$ cat config.mk
export PLATFORM = sky130hd
export DESIGN_NAME = binary_extended_gcd_inverse_flat
export DESIGN_NICKNAME = d
export VERILOG_FILES = /design/src/bxg_pkg.sv /design/src/bxg_in_if.sv /design/src/bxg_out_if.sv /design/src/binary_extended_gcd_inverse.sv /design/src/bxg_step_unit.sv /design/src/bxg_core.sv /design/src/flat_wrapper.sv
export SDC_FILE = /design/constraint.sdc
export NUM_CORES = 2
export LEC_CHECK = 0
export BUFFER_PORTS_ARGS = -buffer_cell sky130_fd_sc_hd__buf_2
export CORE_MARGIN = 5
export CORE_UTILIZATION = 60
export CTS_CLUSTER_SIZE = 10
export DETAILED_ROUTE_END_ITERATION = 8
export PLACE_DENSITY_LB_ADDON = 0.05
export REMOVE_ABC_BUFFERS = 1
export SLEW_MARGIN = 5
export SYNTH_ARGS = -nofsm -noshare
export SYNTH_HDL_FRONTEND = slang
export SYNTH_SLANG_ARGS = --single-unit
$ cat constraint.sdc
create_clock -name clk_i -period 9.3 [get_ports clk_i]
set_input_delay 0.93 -clock clk_i [delete_from_list [all_inputs] [get_ports clk_i]]
set_output_delay 0.93 -clock clk_i [all_outputs]
set_load 0.005 [all_outputs]
$ cat src/bxg_pkg.sv
// Package for the binary extended gcd / modular inverse block.
// Holds the default operand width, the sequencer states and the step-unit operation codes.
// No dependencies.
`default_nettype none

package bxg_pkg;

  // Default operand width in bits
  localparam int unsigned OPERAND_WIDTH_DEF = 31;

  // Sequencer states, one-hot
  typedef enum logic [6:0] {
    ST_IDLE   = 7'b0000001,
    ST_STRIP  = 7'b0000010,
    ST_LOOP   = 7'b0000100,
    ST_CHECK  = 7'b0001000,
    ST_REDUCE = 7'b0010000,
    ST_FIX    = 7'b0100000,
    ST_DONE   = 7'b1000000
  } bxg_state_e;

  // Operations of the shared step unit
  typedef enum logic {
    OP_HALVE = 1'b0,
    OP_SUB   = 1'b1
  } step_op_e;

endpackage

`default_nettype wire

$ cat src/bxg_in_if.sv
// Input channel interface: valid/ready handshake carrying the two operands.
// Depends on bxg_pkg for the default operand width.
`default_nettype none

interface bxg_in_if #(
  parameter int unsigned OPERAND_WIDTH = bxg_pkg::OPERAND_WIDTH_DEF
) ();
  logic                     valid;
  logic                     ready;
  logic [OPERAND_WIDTH-1:0] operand_a;
  logic [OPERAND_WIDTH-1:0] operand_b;

  modport source (output valid, output operand_a, output operand_b, input ready);
  modport sink   (input valid, input operand_a, input operand_b, output ready);
endinterface

`default_nettype wire

$ cat src/bxg_out_if.sv
// Result channel interface: valid/ready handshake carrying gcd, coefficients and inverse.
// Depends on bxg_pkg for the default operand width.
`default_nettype none

interface bxg_out_if #(
  parameter int unsigned OPERAND_WIDTH = bxg_pkg::OPERAND_WIDTH_DEF
) ();
  logic                     valid;
  logic                     ready;
  logic [OPERAND_WIDTH-1:0] gcd_value;
  logic [OPERAND_WIDTH:0]   coef_a;
  logic [OPERAND_WIDTH:0]   coef_b;
  logic                     inverse_valid;
  logic [OPERAND_WIDTH-1:0] inverse_value;

  modport source (output valid, output gcd_value, output coef_a, output coef_b,
                  output inverse_valid, output inverse_value, input ready);
  modport sink   (input valid, input gcd_value, input coef_a, input coef_b,
                  input inverse_valid, input inverse_value, output ready);
endinterface

`default_nettype wire

$ cat src/binary_extended_gcd_inverse.sv
// Top level of the binary extended gcd / modular inverse block.
// Depends on bxg_pkg, bxg_in_if, bxg_out_if and bxg_core.
`default_nettype none

// One operand pair in, one result out: gcd, Bezout coefficients (a*x + b*y = gcd) and
// the inverse of a modulo b with its valid flag. The core works on one pair at a time and
// takes ready low while busy. A transaction first strips the common factors of two, then
// runs the halving and subtraction steps of the binary Euclid loop and a check, and when
// the inverse exists a bit-serial reduction and a fold, all through the one shared step
// unit. A result register on the output lets the next transaction be taken while the
// previous result waits.

module binary_extended_gcd_inverse #(
  parameter int unsigned OPERAND_WIDTH = bxg_pkg::OPERAND_WIDTH_DEF
) (
  input  logic       clk_i,
  input  logic       rst_ni,
  bxg_in_if.sink     in_i,
  bxg_out_if.source  out_o
);

  localparam int unsigned W = OPERAND_WIDTH;

  logic         core_idle;
  logic         core_res_valid;
  logic         res_take;
  logic [W-1:0] core_gcd;
  logic [W:0]   core_coef_a;
  logic [W:0]   core_coef_b;
  logic         core_inv_valid;
  logic [W-1:0] core_inv_value;

  logic         out_valid_q;
  logic [W-1:0] gcd_q;
  logic [W:0]   coef_a_q;
  logic [W:0]   coef_b_q;
  logic         inv_valid_q;
  logic [W-1:0] inv_value_q;

  assign in_i.ready = core_idle;

  bxg_core #(
    .OPERAND_WIDTH (W)
  ) u_core (
    .clk_i       (clk_i),
    .rst_ni      (rst_ni),
    .start_i     (in_i.valid & core_idle),
    .a_i         (in_i.operand_a),
    .b_i         (in_i.operand_b),
    .idle_o      (core_idle),
    .res_valid_o (core_res_valid),
    .res_take_i  (res_take),
    .gcd_o       (core_gcd),
    .coef_a_o    (core_coef_a),
    .coef_b_o    (core_coef_b),
    .inv_valid_o (core_inv_valid),
    .inv_value_o (core_inv_value)
  );

  // Output register takes the result when empty or being drained
  assign res_take = core_res_valid & (~out_valid_q | out_o.ready);

  always_ff @(posedge clk_i or negedge rst_ni) begin
    if (!rst_ni) begin
      out_valid_q <= 1'b0;
    end else if (res_take) begin
      out_valid_q <= 1'b1;
    end else if (out_o.ready) begin
      out_valid_q <= 1'b0;
    end
  end

  always_ff @(posedge clk_i) begin
    if (res_take) begin
      gcd_q       <= core_gcd;
      coef_a_q    <= core_coef_a;
      coef_b_q    <= core_coef_b;
      inv_valid_q <= core_inv_valid;
      inv_value_q <= core_inv_value;
    end
  end

  assign out_o.valid         = out_valid_q;
  assign out_o.gcd_value     = gcd_q;
  assign out_o.coef_a        = coef_a_q;
  assign out_o.coef_b        = coef_b_q;
  assign out_o.inverse_valid = inv_valid_q;
  assign out_o.inverse_value = inv_value_q;

endmodule

`default_nettype wire

$ cat src/bxg_step_unit.sv
// Shared step unit: halves or subtracts a coefficient pair and a magnitude.
// Combinational; depends on bxg_pkg for the operation codes.
`default_nettype none

module bxg_step_unit #(
  parameter int unsigned OPERAND_WIDTH = bxg_pkg::OPERAND_WIDTH_DEF,
  parameter int unsigned COEF_WIDTH    = OPERAND_WIDTH + 3
) (
  input  bxg_pkg::step_op_e        op_i,
  input  logic [COEF_WIDTH-1:0]    p0_i,
  input  logic [COEF_WIDTH-1:0]    p1_i,
  input  logic [COEF_WIDTH-1:0]    q0_i,
  input  logic [COEF_WIDTH-1:0]    q1_i,
  input  logic [OPERAND_WIDTH-1:0] xr_i,
  input  logic [OPERAND_WIDTH-1:0] yr_i,
  input  logic [OPERAND_WIDTH:0]   m_i,
  input  logic [OPERAND_WIDTH:0]   n_i,
  output logic [COEF_WIDTH-1:0]    p0_o,
  output logic [COEF_WIDTH-1:0]    p1_o,
  output logic [OPERAND_WIDTH+1:0] mag_o
);

  localparam int unsigned EXT = COEF_WIDTH - OPERAND_WIDTH;

  logic [COEF_WIDTH-1:0] xr_ext;
  logic [COEF_WIDTH-1:0] yr_ext;
  logic [COEF_WIDTH-1:0] p0_asr;
  logic [COEF_WIDTH-1:0] p1_asr;
  logic                  pair_even;

  assign xr_ext    = {{EXT{1'b0}}, xr_i};
  assign yr_ext    = {{EXT{1'b0}}, yr_i};
  assign p0_asr    = {p0_i[COEF_WIDTH-1], p0_i[COEF_WIDTH-1:1]};
  assign p1_asr    = {p1_i[COEF_WIDTH-1], p1_i[COEF_WIDTH-1:1]};
  assign pair_even = ~(p0_i[0] | p1_i[0]);

  always_comb begin
    case (op_i)
      bxg_pkg::OP_HALVE: begin
        // floor halving; odd pair first gets (+yr, -xr) added
        if (pair_even) begin
          p0_o = p0_asr;
          p1_o = p1_asr;
        end else begin
          p0_o = p0_asr + (yr_ext >> 1) + COEF_WIDTH'(p0_i[0] & yr_i[0]);
          p1_o = p1_asr - (xr_ext >> 1) - COEF_WIDTH'(~p1_i[0] & xr_i[0]);
        end
        mag_o = {2'b00, m_i[OPERAND_WIDTH:1]};
      end
      bxg_pkg::OP_SUB: begin
        p0_o  = p0_i - q0_i;
        p1_o  = p1_i - q1_i;
        // top bit is the borrow
        mag_o = {1'b0, m_i} - {1'b0, n_i};
      end
      default: begin
        p0_o  = p0_i;
        p1_o  = p1_i;
        mag_o = {1'b0, m_i};
      end
    endcase
  end

endmodule

`default_nettype wire

$ cat src/bxg_core.sv
// Sequencer and state registers of the binary extended gcd, plus the inverse reduction.
// Depends on bxg_pkg and instantiates bxg_step_unit.
`default_nettype none

module bxg_core #(
  parameter int unsigned OPERAND_WIDTH = bxg_pkg::OPERAND_WIDTH_DEF
) (
  input  logic                     clk_i,
  input  logic                     rst_ni,
  input  logic                     start_i,
  input  logic [OPERAND_WIDTH-1:0] a_i,
  input  logic [OPERAND_WIDTH-1:0] b_i,
  output logic                     idle_o,
  output logic                     res_valid_o,
  input  logic                     res_take_i,
  output logic [OPERAND_WIDTH-1:0] gcd_o,
  output logic [OPERAND_WIDTH:0]   coef_a_o,
  output logic [OPERAND_WIDTH:0]   coef_b_o,
  output logic                     inv_valid_o,
  output logic [OPERAND_WIDTH-1:0] inv_value_o
);

  localparam int unsigned W     = OPERAND_WIDTH;
  localparam int unsigned CW    = W + 3;
  localparam int unsigned KW    = $clog2(W);
  localparam int unsigned CNTW  = $clog2(CW);

  bxg_pkg::bxg_state_e state_q, state_d;

  logic [W-1:0]    xr_q, xr_d, yr_q, yr_d, b_q, b_d;
  logic [W-1:0]    u_q, u_d, v_q, v_d, g_q, g_d;
  logic [KW-1:0]   k_q, k_d;
  logic [CW-1:0]   ca_q, ca_d, cb_q, cb_d, cc_q, cc_d, cd_q, cd_d;
  logic            neg_q, neg_d, ok_q, ok_d;
  logic [CW-1:0]   mag_q, mag_d;
  logic [W-1:0]    r_q, r_d, inv_q, inv_d;
  logic [CNTW-1:0] cnt_q, cnt_d;

  // step unit hookup
  bxg_pkg::step_op_e su_op;
  logic [CW-1:0]     su_p0, su_p1, su_q0, su_q1, su_r0, su_r1;
  logic [W:0]        su_m, su_n;
  logic [W+1:0]      su_mag;
  logic              u_ge_v;
  logic [W:0]        red_m;

  bxg_step_unit #(
    .OPERAND_WIDTH (W),
    .COEF_WIDTH    (CW)
  ) u_step (
    .op_i  (su_op),
    .p0_i  (su_p0),
    .p1_i  (su_p1),
    .q0_i  (su_q0),
    .q1_i  (su_q1),
    .xr_i  (xr_q),
    .yr_i  (yr_q),
    .m_i   (su_m),
    .n_i   (su_n),
    .p0_o  (su_r0),
    .p1_o  (su_r1),
    .mag_o (su_mag)
  );

  assign u_ge_v = (u_q >= v_q);
  assign red_m  = {r_q, mag_q[CW-1]};

  // Step unit operand selection
  always_comb begin
    su_op = bxg_pkg::OP_HALVE;
    su_p0 = ca_q;
    su_p1 = cb_q;
    su_q0 = cc_q;
    su_q1 = cd_q;
    su_m  = {1'b0, u_q};
    su_n  = {1'b0, v_q};
    case (state_q)
      bxg_pkg::ST_LOOP: begin
        if (!u_q[0]) begin
          su_op = bxg_pkg::OP_HALVE;
        end else if (!v_q[0]) begin
          su_op = bxg_pkg::OP_HALVE;
          su_p0 = cc_q;
          su_p1 = cd_q;
          su_m  = {1'b0, v_q};
        end else if (u_ge_v) begin
          su_op = bxg_pkg::OP_SUB;
        end else begin
          su_op = bxg_pkg::OP_SUB;
          su_p0 = cc_q;
          su_p1 = cd_q;
          su_q0 = ca_q;
          su_q1 = cb_q;
          su_m  = {1'b0, v_q};
          su_n  = {1'b0, u_q};
        end
      end
      bxg_pkg::ST_REDUCE: begin
        su_op = bxg_pkg::OP_SUB;
        su_m  = red_m;
        su_n  = {1'b0, b_q};
      end
      bxg_pkg::ST_FIX: begin
        su_op = bxg_pkg::OP_SUB;
        su_m  = {1'b0, b_q};
        su_n  = {1'b0, r_q};
      end
      default: begin
        su_op = bxg_pkg::OP_HALVE;
      end
    endcase
  end

  // Sequencer
  always_comb begin
    state_d = state_q;
    xr_d = xr_q;  yr_d = yr_q;  b_d = b_q;
    u_d  = u_q;   v_d  = v_q;   g_d = g_q;  k_d = k_q;
    ca_d = ca_q;  cb_d = cb_q;  cc_d = cc_q;  cd_d = cd_q;
    neg_d = neg_q;  ok_d = ok_q;  mag_d = mag_q;
    r_d = r_q;  inv_d = inv_q;  cnt_d = cnt_q;
    case (state_q)
      bxg_pkg::ST_IDLE: begin
        if (start_i) begin
          xr_d = a_i;
          yr_d = b_i;
          b_d  = b_i;
          k_d  = '0;
          if (a_i == '0) begin
            g_d     = b_i;
            cc_d    = '0;
            cd_d    = CW'(b_i != '0);
            state_d = bxg_pkg::ST_CHECK;
          end else if (b_i == '0) begin
            g_d     = a_i;
            cc_d    = CW'(1);
            cd_d    = '0;
            state_d = bxg_pkg::ST_CHECK;
          end else begin
            state_d = bxg_pkg::ST_STRIP;
          end
        end
      end
      bxg_pkg::ST_STRIP: begin
        // divide out the common power of two
        if (!xr_q[0] && !yr_q[0]) begin
          xr_d = xr_q >> 1;
          yr_d = yr_q >> 1;
          k_d  = k_q + KW'(1);
        end else begin
          u_d  = xr_q;
          v_d  = yr_q;
          ca_d = CW'(1);
          cb_d = '0;
          cc_d = '0;
          cd_d = CW'(1);
          state_d = bxg_pkg::ST_LOOP;
        end
      end
      bxg_pkg::ST_LOOP: begin
        if (!u_q[0]) begin
          u_d  = su_mag[W-1:0];
          ca_d = su_r0;
          cb_d = su_r1;
        end else if (!v_q[0]) begin
          v_d  = su_mag[W-1:0];
          cc_d = su_r0;
          cd_d = su_r1;
        end else if (u_ge_v) begin
          u_d  = su_mag[W-1:0];
          ca_d = su_r0;
          cb_d = su_r1;
          if (su_mag[W-1:0] == '0) begin
            g_d     = W'(v_q << k_q);
            state_d = bxg_pkg::ST_CHECK;
          end
        end else begin
          v_d  = su_mag[W-1:0];
          cc_d = su_r0;
          cd_d = su_r1;
        end
      end
      bxg_pkg::ST_CHECK: begin
        // inverse only when gcd is one and modulus is non-zero
        if ((g_q == W'(1)) && (b_q != '0)) begin
          neg_d   = cc_q[CW-1];
          mag_d   = cc_q[CW-1] ? (CW'(0) - cc_q) : cc_q;
          r_d     = '0;
          cnt_d   = '0;
          state_d = bxg_pkg::ST_REDUCE;
        end else begin
          ok_d    = 1'b0;
          inv_d   = '0;
          state_d = bxg_pkg::ST_DONE;
        end
      end
      bxg_pkg::ST_REDUCE: begin
        // restoring remainder, one bit of |x| per cycle
        r_d   = su_mag[W+1] ? red_m[W-1:0] : su_mag[W-1:0];
        mag_d = mag_q << 1;
        cnt_d = cnt_q + CNTW'(1);
        if (cnt_q == CNTW'(CW - 1)) begin
          state_d = bxg_pkg::ST_FIX;
        end
      end
      bxg_pkg::ST_FIX: begin
        // negative coefficient folds back into 0..b-1
        inv_d   = (neg_q && (r_q != '0)) ? su_mag[W-1:0] : r_q;
        ok_d    = 1'b1;
        state_d = bxg_pkg::ST_DONE;
      end
      bxg_pkg::ST_DONE: begin
        if (res_take_i) begin
          state_d = bxg_pkg::ST_IDLE;
        end
      end
      default: begin
        state_d = bxg_pkg::ST_IDLE;
      end
    endcase
  end

  // Control state
  always_ff @(posedge clk_i or negedge rst_ni) begin
    if (!rst_ni) begin
      state_q <= bxg_pkg::ST_IDLE;
    end else begin
      state_q <= state_d;
    end
  end

  // Datapath registers
  always_ff @(posedge clk_i) begin
    xr_q <= xr_d;  yr_q <= yr_d;  b_q <= b_d;
    u_q  <= u_d;   v_q  <= v_d;   g_q <= g_d;  k_q <= k_d;
    ca_q <= ca_d;  cb_q <= cb_d;  cc_q <= cc_d;  cd_q <= cd_d;
    neg_q <= neg_d;  ok_q <= ok_d;  mag_q <= mag_d;
    r_q <= r_d;  inv_q <= inv_d;  cnt_q <= cnt_d;
  end

  assign idle_o      = (state_q == bxg_pkg::ST_IDLE);
  assign res_valid_o = (state_q == bxg_pkg::ST_DONE);
  assign gcd_o       = g_q;
  assign coef_a_o    = cc_q[W:0];
  assign coef_b_o    = cd_q[W:0];
  assign inv_valid_o = ok_q;
  assign inv_value_o = inv_q;

endmodule

`default_nettype wire

$ cat src/flat_wrapper.sv
// flat-port wrapper written by rule: the top's interface ports become plain ports
module binary_extended_gcd_inverse_flat 
#(
  parameter int unsigned OPERAND_WIDTH = bxg_pkg::OPERAND_WIDTH_DEF
)
  (clk_i, rst_ni, in_i_valid, in_i_operand_a, in_i_operand_b, in_i_ready, out_o_valid, out_o_gcd_value, out_o_coef_a, out_o_coef_b, out_o_inverse_valid, out_o_inverse_value, out_o_ready);
  bxg_in_if #(.OPERAND_WIDTH(OPERAND_WIDTH)) in_i_i ();
  bxg_out_if #(.OPERAND_WIDTH(OPERAND_WIDTH)) out_o_i ();
  input  logic clk_i;
  input  logic rst_ni;
  input wire logic [$bits(in_i_i.valid)-1:0] in_i_valid;
  input wire logic [$bits(in_i_i.operand_a)-1:0] in_i_operand_a;
  input wire logic [$bits(in_i_i.operand_b)-1:0] in_i_operand_b;
  output wire logic [$bits(in_i_i.ready)-1:0] in_i_ready;
  output wire logic [$bits(out_o_i.valid)-1:0] out_o_valid;
  output wire logic [$bits(out_o_i.gcd_value)-1:0] out_o_gcd_value;
  output wire logic [$bits(out_o_i.coef_a)-1:0] out_o_coef_a;
  output wire logic [$bits(out_o_i.coef_b)-1:0] out_o_coef_b;
  output wire logic [$bits(out_o_i.inverse_valid)-1:0] out_o_inverse_valid;
  output wire logic [$bits(out_o_i.inverse_value)-1:0] out_o_inverse_value;
  input wire logic [$bits(out_o_i.ready)-1:0] out_o_ready;
  assign in_i_i.valid = in_i_valid;
  assign in_i_i.operand_a = in_i_operand_a;
  assign in_i_i.operand_b = in_i_operand_b;
  assign in_i_ready = in_i_i.ready;
  assign out_o_valid = out_o_i.valid;
  assign out_o_gcd_value = out_o_i.gcd_value;
  assign out_o_coef_a = out_o_i.coef_a;
  assign out_o_coef_b = out_o_i.coef_b;
  assign out_o_inverse_valid = out_o_i.inverse_valid;
  assign out_o_inverse_value = out_o_i.inverse_value;
  assign out_o_i.ready = out_o_ready;
  binary_extended_gcd_inverse #(.OPERAND_WIDTH(OPERAND_WIDTH)) u_core (.clk_i(clk_i), .rst_ni(rst_ni), .in_i(in_i_i), .out_o(out_o_i));
endmodule
Word level (Yosys, flattened, before mapping)

Index checks and enable logic that the tools add are counted.

Input bits: 66
Bits in registers: 566
Logic and storage cells: 212

Add/subtract/negate cells: 10
Order comparisons: 1
Shift operators: 1
Bitwise gates (word level): 9
Multiplexer cells: 110
Eq/ne operators: 24
Reductions and logical operators: 31

Operator list:

| cell                                                                    | count |
|---|---|
| 34-bit 2-to-1 mux                                                       | 40 |
| 31-bit 2-to-1 mux                                                       | 29 |
| 31-bit case mux with 2 select lines                                     | 7 |
| 34-bit case mux with 2 select lines                                     | 5 |
| 34-bit case mux with 3 select lines                                     | 2 |
| 34-bit subtractor                                                       | 3 |
| 32-bit case mux with 3 select lines                                     | 1 |
| 31-bit zero test                                                        | 3 |
| 31-bit case mux with 3 select lines                                     | 1 |
| 31-bit nonzero test                                                     | 3 |
| 33-bit case mux with 2 select lines                                     | 1 |
| 7-bit 2-to-1 mux                                                        | 9 |
| 7-bit case mux with 7 select lines                                      | 1 |
| 33-bit by 31-bit adder with 34-bit output                               | 1 |
| 34-bit adder                                                            | 1 |
| 34-bit by 1-bit bitwise AND with 34-bit output                          | 1 |
| 1-bit inverter with 34-bit output                                       | 1 |
| 1-bit by 34-bit subtractor with 34-bit output (first input constant)    | 1 |
| 33-bit by 31-bit subtractor with 34-bit output                          | 1 |
| 32-bit by 31-bit subtractor with 33-bit output                          | 1 |
| 31-bit by 1-bit equality test with 1-bit output (second input constant) | 1 |
| 31-bit greater-or-equal comparator                                      | 1 |
| 31-bit by 5-bit << shifter with 31-bit output                           | 1 |
| 2-bit inequality test (second input constant)                           | 11 |
| other kinds (32)                                                        | 60 |

Logic depth before layout (Yosys ltp)

Depth after elaboration: 14
Mapped depth: 30

Hierarchy

From an unflattened synthesis, not the netlist that was laid out.

Cell total of the unflattened synthesis: 4043
Area, all modules: 39613.0 um^2

By module, submodules not included:

| module                      | cells each | area each (um^2) | instances |
|---|---|---|---|
| bxg_core                    | 2317       | 24935.2          | 1 |
| bxg_step_unit               | 1594       | 10814.1          | 1 |
| binary_extended_gcd_inverse | 132        | 3863.7           | 1 |

Least setup slack after synthesis

OpenSTA, ideal clock, no wires.

Path type: input to register
From: input out_o_ready
To: register u_core.coef_a_q[0], in the netlist u_core.out_o.coef_a[0] (enable)
Cell stages on the path: 2
Required time: 8.645 ns
Setup time: 0.655 ns
Path slack: 1.549 ns
Arrival: 7.096 ns
Path buffers: 0
Path through: inv_1 > a21oi_1

Cells in the longest elaborated chain, start to end: 2

RTL lines:

| what                      | line                              | text |
|---|---|---|
| from (decl)               | flat_wrapper.sv:21                | `input wire logic [$bits(out_o_i.ready)-1:0] out_o_ready;` |
| 1-bit OR                  | binary_extended_gcd_inverse.sv:61 | `assign res_take = core_res_valid & (~out_valid_q \| out_o.ready);` |
| 1-bit bitwise AND         | binary_extended_gcd_inverse.sv:61 |  |
| named net u_core.res_take | binary_extended_gcd_inverse.sv:26 | `logic res_take;` |
| to (signal assigned)      | binary_extended_gcd_inverse.sv:76 | `coef_a_q <= core_coef_a;` |
| to (decl)                 | binary_extended_gcd_inverse.sv:35 | `logic [W:0] coef_a_q;` |

The timed path passes the listed nets, and every way through them passes these cells.
A chain may end at the register's enable or synchronous reset.

Worst setup path after layout

From: register u_core.u_core.v_q[4]
To: register u_core.u_core.cd_q[32], data pin

Cells in the longest elaborated chain, start to end: 14
Elaborated cells on any way between the ends: 25
Classes of those cells: add/sub: 3; order compare: 1; mux: 18; bitwise: 3

RTL lines:

| what                                                                                                   | line                | text |
|---|---|---|
| from (decl)                                                                                            | bxg_core.sv:31      | `logic [W-1:0] u_q, u_d, v_q, v_d, g_q, g_d;` |
| from (signal assigned)                                                                                 | bxg_core.sv:235     | `u_q <= u_d; v_q <= v_d; g_q <= g_d; k_q <= k_d;` |
| 31-bit greater-or-equal comparator (*)                                                                 | bxg_core.sv:65      | `assign u_ge_v = (u_q >= v_q);` |
| parallel branches: the longest is 8 deep, another holds 33-bit by 31-bit subtractor with 34-bit output | -                   |  |
| 34-bit case mux with 2 select lines (*)                                                                | bxg_step_unit.sv:38 | `case (op_i)` |
| 34-bit 2-to-1 mux                                                                                      | bxg_core.sv:169     | `end else if (u_ge_v) begin` |
| 34-bit 2-to-1 mux (*)                                                                                  | bxg_core.sv:165     | `end else if (!v_q[0]) begin` |
| 34-bit 2-to-1 mux (*)                                                                                  | bxg_core.sv:161     | `if (!u_q[0]) begin` |
| 34-bit case mux with 3 select lines (*)                                                                | bxg_core.sv:122     | `case (state_q)` |
| named net u_core.u_core.cd_d[32]                                                                       | bxg_core.sv:33      | `logic [CW-1:0] ca_q, ca_d, cb_q, cb_d, cc_q, cc_d, cd_q, cd_d;` |
| to (signal assigned)                                                                                   | bxg_core.sv:236     | `ca_q <= ca_d; cb_q <= cb_d; cc_q <= cc_d; cd_q <= cd_d;` |
| to (decl)                                                                                              | bxg_core.sv:33      |  |

Mark *: on every way through the listed nets, which the timed path passes. The select of a mux whose other input is x is not followed.

==> qor.txt <==
Area Growth Syn to Fin: 10.4%
CP max FO: 60
Drt drc: 6
CTS Root Cell: clkbuf_16
Design Power: 15.7 mW
Initial DRC count: 4772
Htree depth: 3
Critical path type: flip-flop to flip-flop
CTS Sinks: 566
Core area: 61500 um2
Final core occ: 66.6%
Worst Path Arrival: 8640 ps
Final setup violation count: 0
Power Dens Cells: 383 nW/um2
Detail Route Antenna Nets: 0
Die X-Extent: 259 um
Clk pin slew, worst setup/hold paths: 60 ps
GRT overflow: 0
Routed WL per cell: 28.4 um
Row count: 91
Cts hold-fix bufs: 0
Vias in the first global route: 31200
Leak: 16.1 nW
Tightest Pin Transition: 1370 ps
Syn avg cell area: 9.91 um2
Failing checks: design-rule violations
Final #Nets: 4178
Worst Skew: 28.3 ps
Clk Latency, worst-skew pair: 630 ps
Clk buf depth: 3
RSZ-0062 raised after global routing: false
Main synth FF type: edfxtp_1
Gpl congestion: 1.05
Startpoint types: flip-flop
Final hold viol count: 0
Ys Warns: 0
Mapped cell area: 37100 um2
Vias: 32800
Seq/Total Area, Yosys: 45.7%
Setup slack, reg-to-reg: 1010 ps
Initial Utilization: 60.4%
Worst vdd ir: 0.000439 V
Fmax achieved: 121 MHz
Placed cell areas: 39000 um2
Post-layout minimum cycle time: 8290 ps
Die height: 259 um
Status: finished with violations
Detailed Route WL: 134000 um
First-pass GRT wire length: 197000 um
Die area: 67000 um2
CTS-repair resized insts: 0
Synth Register Bits: 566
Max-slew violation count: 0
Detail-routed via count per cell: 6.96
Tightest Hold Check Type: input port to asynchronous set/reset pin
Fin area: 41000 um2
Initial DRT Pass Iterations: 9
Worst rel slew slack: 8.35%
CTS tree: built
Finished Layout Cells: 4715
I/O Buffers: 194
Yosys cell types: 87
Layout cells sized above 1: 11.0%
Synth Instances: 3747
Final period util: 89.2%
Setup Fix Bufs, Post-CTS: 0
Fill count: 4788
Ys async rst share: 1.41%
Final HPWL DP: 96800 um
Worst Hold Slack: 160 ps
Critical Path RT: 9650 ps
Total GRT Usage: 38.8%
Post-synth EDFFs: 558
Number of buffers created by CTS: 70
Total I/O pin count: 195
Antenna violations before repair: 13
Largest net degree at the start of global routing: 71
Max-cap violations: 0
Inst Count DP: 4603
CP endpoint kind: flip-flop
==> final cells by class <==
type | count | area [um2] | share of cell area [%]
clock inverters | 15 | 95.1 | 0.232
flip-flops and latches | 566 | 17000 | 41.4
inverters | 168 | 631 | 1.54
clock buffers | 92 | 1890 | 4.60
repair buffers | 258 | 1480 | 3.60
well taps | 790 | 988 | 2.41
multi-input cells | 2821 | 18900 | 46.2
diodes | 5 | 12.5 | 0.0305
==> metrics by stage <==
step	setup slack, ps	setup TNS, ps
2_1_floorplan	-8650	-2013400
3_3_place_gp	1600	0
3_5_place_dp	1350	0
4_1_cts	1230	0
5_1_grt	705	0
6_report	1010	0
==> logic make-up after synthesis <==
logic type      synth area share (%)
mux                             5.75
compound gates                  18.8
simple gates                    14.5
flops                           45.7
fa+ha+maj                       7.79
buf+inv                         3.67
xor+xnor                        3.80
==> cell usage in the layout (no fill, tap or decap), types with 39 or more instances in the layout <==
cell / count
clkbuf_16: 72
a211oi_1: 89
xor2_1: 85
o31ai_1: 48
xnor2_1: 76
nand3_1: 49
a21o_1: 76
mux2i_1: 149
o21ai_0: 195
nand2_1: 614
inv_1: 165
edfxtp_1: 558
ha_1: 220
a221oi_1: 39
buf_2: 194
nor2_1: 231
a21oi_1: 240
nor4_1: 50
buf_4: 62
==> worst paths after layout <==
| path | start | to | cells after the start |
|---|---|---|---|
| min in group clk_i | u_core.u_core.inv_value_o[1]$_SDFFCE_PN0P_ | u_core.out_o.inverse_value[1]$_DFFE_PP_ | 0 |
| max in group asynchronous | rst_ni | u_core.u_core.state_q[0]$_DFFE_PN1P_ | 1 |
| setup reg to reg | u_core.u_core.v_q[4]$_DFFE_PP_ | u_core.u_core.cd_q[32]$_DFFE_PP_ | 24 |
| hold reg to reg | u_core.u_core.inv_value_o[1]$_SDFFCE_PN0P_ | u_core.out_o.inverse_value[1]$_DFFE_PP_ | 0 |
| setup / recovery | u_core.u_core.v_q[4]$_DFFE_PP_ | u_core.u_core.cd_q[32]$_DFFE_PP_ | 24 |
| hold / removal | rst_ni | u_core.u_core.state_q[6]$_DFFE_PN0P_ | 1 |
==> cell usage after synthesis, types with 39 or more instances <==
| master | n | share of area (%) |
|---|---|---|
| nand2_1 | 617 | 6.2 |
| edfxtp_1 | 558 | 45 |
| a21oi_1 | 242 | 3.3 |
| nor2_1 | 233 | 2.4 |
| ha_1 | 220 | 7.4 |
| o21ai_0 | 195 | 2.6 |
| inv_1 | 166 | 1.7 |
| mux2i_1 | 149 | 4.0 |
| clkbuf_1 | 142 | 1.4 |
| a211oi_1 | 89 | 1.8 |
| xor2_1 | 85 | 2.0 |
| a21o_1 | 76 | 1.5 |
| xnor2_1 | 76 | 1.8 |
| nor4_1 | 50 | 0.84 |
| o31ai_1 | 50 | 1.0 |
| nand3_1 | 49 | 0.66 |
| buf_1 | 40 | 0.40 |
| a221oi_1 | 39 | 0.92 |
==> sequential cells by signal, indices dropped and copies added, names as in the netlist, 32 cells and up <==
name,count
u_core.u_core.cb_q,34
u_core.u_core.mag_q,34
u_core.out_o.coef_b,32
u_core.u_core.cc_q,34
u_core.u_core.cd_q,34
u_core.out_o.coef_a,32
u_core.u_core.ca_q,34
==> where the power goes <==
group | switching (mW) | internal (mW) | leakage (nW)
Combinational | 5.39 | 3.20 | 9.81
Clock | 1.07 | 1.41 | 0.967
Sequential | 0.784 | 3.84 | 5.29
Total | 7.25 | 8.45 | 16.1
==> worst max-delay path: stages, from the launching register on <==
cell,delay (ps)
edfxtp_1,490
inv_1,150
ha_1,260
a211oi_1,260
o21ai_1,170
a311oi_2,340
nand2_1,90
a21oi_1,340
nor3b_2,330
buf_4,610
buf_4,720
mux2i_1,280
fa_1,490
a21oi_1,280
o21ai_1,150
a21o_1,200
a211oi_1,260
o21bai_1,170
a2111o_1,530
a311oi_1,380
o21ai_1,230
a2111oi_0,670
o31ai_1,180
xnor2_1,250
o22ai_1,130
==> layer usage <==
metal  wire length, um  vias up  part of all wire, %  global-route usage (%)
li1                  -    14300                    -                       -
met1             51900    15900                   39                    52.7
met2             58600     2213                   44                    59.0
met3             16300      390                   12                    9.87
met4              7250        8                  5.4                    17.6
met5                55        -                0.041                       0
No activity file was read; power rests on OpenSTA's default activity.
